`config.mk`:
```
export PLATFORM = sky130hd
export DESIGN_NAME = clip_rectangle_stack
export DESIGN_NICKNAME = d
export VERILOG_FILES = /design/src/rtl/core/crs_pkg.sv /design/src/rtl/core/clip_rectangle_stack.sv
export SDC_FILE = /design/constraint.sdc
export NUM_CORES = 2
export LEC_CHECK = 0
export BUFFER_PORTS_ARGS = -buffer_cell sky130_fd_sc_hd__buf_2
export CAP_MARGIN = 10
export CORE_MARGIN = 1
export CORE_UTILIZATION = 35
export DETAILED_ROUTE_END_ITERATION = 8
export GPL_TIMING_DRIVEN = 0
export SLEW_MARGIN = 20
export SYNTH_ARGS = -nofsm -noshare
export SYNTH_HDL_FRONTEND = slang
export SYNTH_SLANG_ARGS = --single-unit
```
`constraint.sdc`:
```
create_clock -name clk_i -period 18.2 [get_ports clk_i]
set_clock_uncertainty 0.1 [all_clocks]
set_input_delay 2.73 -clock clk_i [delete_from_list [all_inputs] [get_ports clk_i]]
set_output_delay 2.73 -clock clk_i [all_outputs]
set_load 0.05 [all_outputs]
```
`src/rtl/core/crs_pkg.sv`:
```
// ----------------------------------------------------------------------------
// Clip rectangle stack package
// Types and constants shared by the clip rectangle stack: transaction
// payloads, operation codes, configuration register indexes and states.
// ----------------------------------------------------------------------------
package crs_pkg;

  localparam int unsigned FieldW  = 16;
  localparam int unsigned TargetW = 15;
  localparam int unsigned NestW   = 16;
  localparam int unsigned CfgIdxW = 1;

  typedef enum logic [1:0] {
    KindPush  = 2'd0,
    KindPop   = 2'd1,
    KindClear = 2'd2,
    KindNop   = 2'd3
  } kind_e;

  typedef enum logic [CfgIdxW-1:0] {
    CfgTargetWidth  = 1'b0,
    CfgTargetHeight = 1'b1
  } cfg_idx_e;

  typedef enum logic {
    StIdle    = 1'b0,
    StPopRead = 1'b1
  } state_e;

  typedef struct packed {
    kind_e              kind;
    logic [FieldW-1:0]  rect_left;
    logic [FieldW-1:0]  rect_top;
    logic [FieldW-1:0]  rect_right;
    logic [FieldW-1:0]  rect_bottom;
  } in_t;

  typedef struct packed {
    logic [FieldW-1:0] clip_left;
    logic [FieldW-1:0] clip_top;
    logic [FieldW-1:0] clip_right;
    logic [FieldW-1:0] clip_bottom;
    logic              all_clipped;
    logic              stack_overflow;
  } out_t;

endpackage

```
`src/rtl/core/clip_rectangle_stack.sv`:
```
// ----------------------------------------------------------------------------
// Clip rectangle stack
// Intersects pushed rectangles with the current clip, keeps the non-empty
// results in a stack memory and counts nested nothing-visible pushes.
// The result strobe is registered and follows an accepted start in the next
// cycle; a pop that uncovers an older stacked rectangle first reads it from
// the stack memory in the pop-read state. Throughput: one transaction per
// cycle while not busy; such a pop holds busy during that memory read. The receiver cannot stall the result.
// Reset clears depth, nesting count, target size and the strobe; the stack
// memory is not cleared, since only written entries are ever read.
// ----------------------------------------------------------------------------
module clip_rectangle_stack #(
  parameter int unsigned STACK_DEPTH = 16,
  parameter int unsigned COORD_BITS  = 16
) (
  input  logic                        clk_i,
  input  logic                        rst_ni,
  input  logic                        start_i,
  output logic                        busy_o,
  input  crs_pkg::in_t                in_i,
  output logic                        done_o,
  output crs_pkg::out_t               out_o,
  input  logic                        cfg_valid_i,
  output logic                        cfg_ready_o,
  input  logic [crs_pkg::CfgIdxW-1:0] cfg_index_i,
  input  logic [crs_pkg::TargetW-1:0] cfg_data_i
);

  localparam int unsigned CW = (COORD_BITS > crs_pkg::FieldW) ? COORD_BITS : crs_pkg::FieldW;
  localparam int unsigned AW = (STACK_DEPTH > 1) ? $clog2(STACK_DEPTH) : 1;
  localparam int unsigned DW = $clog2(STACK_DEPTH + 1);
  localparam int unsigned EW = 4 * CW;

  crs_pkg::state_e state_q, state_d;

  logic [crs_pkg::TargetW-1:0] width_q, height_q;
  logic [DW-1:0]               depth_q, depth_d;
  logic [crs_pkg::NestW-1:0]   nest_q, nest_d;
  logic [EW-1:0]               top_q, top_d;
  logic [EW-1:0]               rdata_q;
  logic [EW-1:0]               mem_q [STACK_DEPTH];

  logic                        we, re;
  logic [AW-1:0]               waddr, raddr;
  logic                        done_q, done_d;
  crs_pkg::out_t               out_q, out_d;
  logic                        ovf;

  logic [EW-1:0]               target_rect, cur_rect, new_rect, next_rect;
  logic signed [CW-1:0]        in_l, in_t, in_r, in_b;
  logic signed [CW-1:0]        cur_l, cur_t, cur_r, cur_b;
  logic signed [CW-1:0]        n_l, n_t, n_r, n_b;
  logic signed [COORD_BITS-1:0] raw_l, raw_t, raw_r, raw_b;
  logic                        accept;

  assign accept      = start_i && (state_q == crs_pkg::StIdle);
  assign busy_o      = (state_q != crs_pkg::StIdle);
  assign cfg_ready_o = 1'b1;
  assign done_o      = done_q;
  assign out_o       = out_q;

  always_comb begin
    raw_l = COORD_BITS'(in_i.rect_left);
    raw_t = COORD_BITS'(in_i.rect_top);
    raw_r = COORD_BITS'(in_i.rect_right);
    raw_b = COORD_BITS'(in_i.rect_bottom);
    in_l = CW'(raw_l);
    in_t = CW'(raw_t);
    in_r = CW'(raw_r);
    in_b = CW'(raw_b);
  end

  assign target_rect = {CW'(0), CW'(0), CW'(width_q), CW'(height_q)};
  assign cur_rect    = (depth_q != '0) ? top_q : target_rect;

  always_comb begin
    {cur_l, cur_t, cur_r, cur_b} = cur_rect;
    n_l = (cur_l > in_l) ? cur_l : in_l;
    n_t = (cur_t > in_t) ? cur_t : in_t;
    n_r = (cur_r < in_r) ? cur_r : in_r;
    n_b = (cur_b < in_b) ? cur_b : in_b;
    new_rect = {n_l, n_t, n_r, n_b};
  end

  always_comb begin
    state_d = state_q;
    unique case (state_q)
      crs_pkg::StIdle: begin
        if (accept && (in_i.kind == crs_pkg::KindPop) && (nest_q == '0)
            && (depth_q > DW'(1))) begin
          state_d = crs_pkg::StPopRead;
        end
      end
      crs_pkg::StPopRead: begin
        state_d = crs_pkg::StIdle;
      end
      default: begin
        state_d = crs_pkg::StIdle;
      end
    endcase
  end

  always_comb begin
    depth_d = depth_q;
    nest_d  = nest_q;
    top_d   = top_q;
    we      = 1'b0;
    re      = 1'b0;
    waddr   = depth_q[AW-1:0];
    raddr   = AW'(depth_q - DW'(2));
    ovf     = 1'b0;
    done_d  = 1'b0;
    if (state_q == crs_pkg::StPopRead) begin
      top_d  = rdata_q;
      done_d = 1'b1;
    end else if (accept) begin
      unique case (in_i.kind)
        crs_pkg::KindPush: begin
          if (nest_q != '0) begin
            if (nest_q != '1) begin
              nest_d = nest_q + 1'b1;
            end
          end else if ((n_l < n_r) && (n_t < n_b)) begin
            if (depth_q < DW'(STACK_DEPTH)) begin
              we      = 1'b1;
              top_d   = new_rect;
              depth_d = depth_q + 1'b1;
            end else begin
              ovf = 1'b1;
            end
          end else begin
            nest_d = crs_pkg::NestW'(1);
          end
        end
        crs_pkg::KindPop: begin
          if (nest_q != '0) begin
            nest_d = nest_q - 1'b1;
          end else if (depth_q > DW'(1)) begin
            re      = 1'b1;
            depth_d = depth_q - 1'b1;
          end else if (depth_q == DW'(1)) begin
            depth_d = '0;
          end
        end
        crs_pkg::KindClear: begin
          depth_d = '0;
          nest_d  = '0;
        end
        default: begin
        end
      endcase
      done_d = !re;
    end
    next_rect = (depth_d != '0) ? top_d : target_rect;
    out_d.clip_left      = next_rect[3*CW +: crs_pkg::FieldW];
    out_d.clip_top       = next_rect[2*CW +: crs_pkg::FieldW];
    out_d.clip_right     = next_rect[1*CW +: crs_pkg::FieldW];
    out_d.clip_bottom    = next_rect[0 +: crs_pkg::FieldW];
    out_d.all_clipped    = (nest_d != '0);
    out_d.stack_overflow = ovf;
  end

  always_ff @(posedge clk_i) begin
    if (we) begin
      mem_q[waddr] <= new_rect;
    end
    if (re) begin
      rdata_q <= mem_q[raddr];
    end
  end

  always_ff @(posedge clk_i) begin
    top_q <= top_d;
    if (done_d) begin
      out_q <= out_d;
    end
  end

  always_ff @(posedge clk_i or negedge rst_ni) begin
    if (!rst_ni) begin
      state_q  <= crs_pkg::StIdle;
      depth_q  <= '0;
      nest_q   <= '0;
      done_q   <= 1'b0;
      width_q  <= '0;
      height_q <= '0;
    end else begin
      state_q <= state_d;
      depth_q <= depth_d;
      nest_q  <= nest_d;
      done_q  <= done_d;
      if (cfg_valid_i && cfg_ready_o) begin
        unique case (cfg_index_i)
          crs_pkg::CfgTargetWidth:  width_q  <= cfg_data_i;
          crs_pkg::CfgTargetHeight: height_q <= cfg_data_i;
          default: begin
          end
        endcase
      end
    end
  end

endmodule
```
==> impl_results.md <==
* Period utilization at 80.21%
* Final sum of negative setup slack at 0 ns
* Antenna violations before repair at 26
* Sequential-to-total area share from yosys stat at 70.74%
* Leakage power total at 21.09 nW
* Number of clock buffers inserted by TritonCTS at 134
* First-pass GRT wire length at 219400 um
* Clock transition at the register clock pins on the worst setup and hold paths after CTS at 0.06 ns
* Critical Setup Path Class: reg2reg
* Highest achievable clock rate at 68.50 MHz
* Number of library cell types mapped by synthesis at 75
* Final number of max-transition violations at 0
* Placement Setup Slack at 3.666 ns
* Global placement routability congestion at 0.8733
* Clock Sinks at 1271
* Std-Cell Core Area at 148500 sq um
* Cell occurring most often along the worst timing path: sky130_fd_sc_hd__clkbuf_1
* Number of DRC markers after the initial detailed-route iteration at 3466
* Worst Path Max Fanout at 18
* Share of post-route cells with drive strength above 1 at 30.44%
* Site row count at 141
* Buffer levels on the longest clock path at 3
* Clock latency on the worst-skew pair at 0.76 ns
* Total power at 0.008839 W
* Number of synthesized flops with an enable pin at 1154
* Final HPWL DP at 109500 um
* Area Overhead vs Synth at 18.15%
* Overflow left after global routing at 0
* First-pass DRT Iterations at 5
* Minimum clock period at 14.60 ns
* CTS tree: done
* Total number of vias at 29.60k
* Input/output buffers at 152
* Slew margin rel. at 20.46%
* Setup slack after layout at 3.602 ns
* Result of the run: finished, final reports clean
* Max-cap violations at 0
* Share of synthesized cell area in and, or, nand and nor gates at 4.575%
* Post-cts gate resize count at 0
* Setup crit end kind: register
* Complex-gate fraction of the synthesized area at 3.200%
* Number of instances in the synthesized netlist at 2835
* Synthesis Warnings at 0
* Aggregate global-route resource usage at 20.31%
* Flip-flop cell with the highest count after synthesis: sky130_fd_sc_hd__edfxtp_1
* Startpoint types: register
* DRC viols at 0
* Most common library cell in the layout ignoring fill and taps: sky130_fd_sc_hd__edfxtp_1
* Combinational family with the most area after synthesis: multiplexers
* Number of register bits inferred by synthesis at 1271
* Number of global-route vias before repair at 29.53k
* Mean area per synthesized cell at 18.58 sq um
* Worst Path Required at 18.52 ns
* Horizontal extent of the die at 389.9 um
* Syn nets at 3023
* Most frequent cells in the layout: sky130_fd_sc_hd__edfxtp_1, sky130_fd_sc_hd__mux4_2, sky130_fd_sc_hd__buf_2, sky130_fd_sc_hd__nand2_1, sky130_fd_sc_hd__clkbuf_16
* Maximum level of the CTS H-tree at 4
* Fraction of synthesis flops using an asynchronous set or reset pin at 4.170%
* Post-DR wirelength/cell at 28.39 um
* Postcts setup bufs at 0
* Boundary Pins at 155
* Vias per cell at 5.474
* Transition time at the pin with the least slew margin at 1.193 ns
* Final number of hold-violating endpoints at 0
* Top Family by Delay on Critical Path: buffers and inverters
* Delay contributed by the slowest stage of the critical path at 0.93 ns
* Adder-cell share of the synthesized area at 2.423%
* Root buffer selected by CTS: sky130_fd_sc_hd__clkbuf_16
* Buffer and inverter count on the worst path at 15
* Number of nets with antenna violations after detailed routing at 0
* Worst vdd rail ir drop at 0.1014 mV
* Final setup vio count at 0
* Crit path DAT at 14.92 ns
* Areal power density over the cells at 142.0 nW/um^2
* Total Die Area at 152000 sq um
* Share of cell area taken by muxes after synthesis at 17.06%
* Detailed Route WL at 153500 um
* Post-Synth XOR/XNOR Area at 0.08314%
* Worst min-delay path category: reg2reg
* Starting utilization of the core area at 35.46%
* Crit path max-delay cell type: sky130_fd_sc_hd__clkbuf_1
* Die Y at 389.9 um
* Post-synthesis instance area at 52670 sq um
* Net count, final at 3488
* Maximum number of pins on one net before global-route repair at 35
* Worst hold slack after final layout at 0.4019 ns
* Unrepaired setup endpoints after global routing: false
* Number of hold buffers added after CTS at 0
## Yosys cell counts (all sizes together) (3+ instances only)
| cell type | number | area share [%] |
|---|---|---|
| nand4 | 21 | 0.26 |
| a22oi | 3 | 0.043 |
| o32a | 3 | 0.057 |
| a21o | 8 | 0.11 |
| and2 | 37 | 0.44 |
| inv | 112 | 0.80 |
| nor3b | 29 | 0.41 |
| o211ai | 11 | 0.16 |
| o22ai | 5 | 0.059 |
| nor4 | 10 | 0.12 |
| mux2i | 46 | 0.87 |
| a221o | 28 | 0.53 |
| nand3 | 24 | 0.23 |
| clkbuf | 111 | 0.79 |
| nor3 | 22 | 0.22 |
| xnor2 | 3 | 0.050 |
| nand3b | 6 | 0.086 |
| o32ai | 3 | 0.050 |
| nor2 | 53 | 0.38 |
| buf | 34 | 0.32 |
| mux2 | 108 | 2.5 |
| or4 | 5 | 0.071 |
| nand2b | 15 | 0.18 |
| dfrtp | 53 | 2.5 |
| and3 | 4 | 0.048 |
| nand2 | 190 | 1.4 |
| or2 | 5 | 0.059 |
| a221oi | 5 | 0.083 |
| a311oi | 3 | 0.062 |
| o21ai | 90 | 0.86 |
| a2111o | 3 | 0.064 |
| and4 | 4 | 0.067 |
| nor2b | 37 | 0.44 |
| o21a | 5 | 0.071 |
| edfxtp | 1154 | 66 |
| dfxtp | 64 | 2.4 |
| mux4 | 320 | 14 |
| a21oi | 41 | 0.39 |
| a211oi | 10 | 0.14 |
| ha | 102 | 2.4 |
| or3 | 10 | 0.12 |
| a31oi | 4 | 0.048 |
## state kept, by name, indices dropped and copies added, names as in the netlist
name,flops
depth_q,5
done_o,1
width_q,15
nest_q,16
rdata_q,64
out_o,66
top_q,64
height_q,15
busy_o,1
mem_q,1024
## cell families after synthesis
| family | Yosys count |
|---|---|
| DFF | 1271 |
| and+or+nand+nor | 476 |
| muxes | 474 |
| buffers and inverters | 257 |
| AOI/OAI and AO/OA | 249 |
| adders and majority gates | 102 |
| xor gates and xnor gates | 5 |
| other | 1 |
## metal layers
layer	global-route usage [%]	up-vias	wire, um
li1	-	12360	-
met1	29.72	15580	66570
met2	30.64	1432	68950
met3	4.392	221	14780
met4	5.219	6	3183
met5	0	-	31
## worst paths after layout
| path | slack [ns] | depth (start not counted) | start | endpoint |
|---|---|---|---|---|
| setup / recovery | 3.60 | 36 | depth_q[1] | mem_q[12][27] |
| hold / removal | 0.40 | 2 | rdata_q[14] | top_q[14] |
| setup reg to reg | 3.60 | 36 | depth_q[1] | mem_q[12][27] |
| hold reg to reg | 0.40 | 2 | rdata_q[14] | top_q[14] |
| max in group asynchronous | 15.62 | 2 | rst_ni | depth_q[3] |
| min in group asynchronous | 1.80 | 1 | rst_ni | done_o |
## per-stage QoR
stage,instance area (sq um),utilization [%],std cells
after detailed placement,57800,38.91,5166
after global routing,62230,41.89,5405
after CTS,62210,41.88,5405
after global placement,55940,37.66,4989
after floorplan,52670,-,2835
final,62230,41.90,5407
## power breakdown
part	switching [W]	internal, W
Clock	0.00113	0.00165
Sequential	0.0000769	0.00373
Combinational	0.00150	0.000758
## cell type report
class                      count  area [sq um]
antenna                        2         5.005
buffer                       145         621.8
clock buffer                 191          3791
clock inverter                48         620.6
fill                       13180         86310
inverter                     112         420.4
multi-input combinational   1307         14590
sequential                  1271         37260
tap                         2002          2505
timing repair buffer         329          2419
## worst register-to-register path: cells and delay by family (launching register included)
| kind | cells | cell delay, ns |
|---|---|---|
| multiplexers | 1 | 0.55 |
| adder cells (fa/ha/maj) | 3 | 0.78 |
| buffers and inverters | 15 | 7.07 |
| flip-flops | 1 | 0.41 |
| AO/OA/AOI/OAI | 9 | 2.39 |
| AND/OR/NAND/NOR | 8 | 2.97 |
No activity file was read; power rests on OpenSTA's default activity.
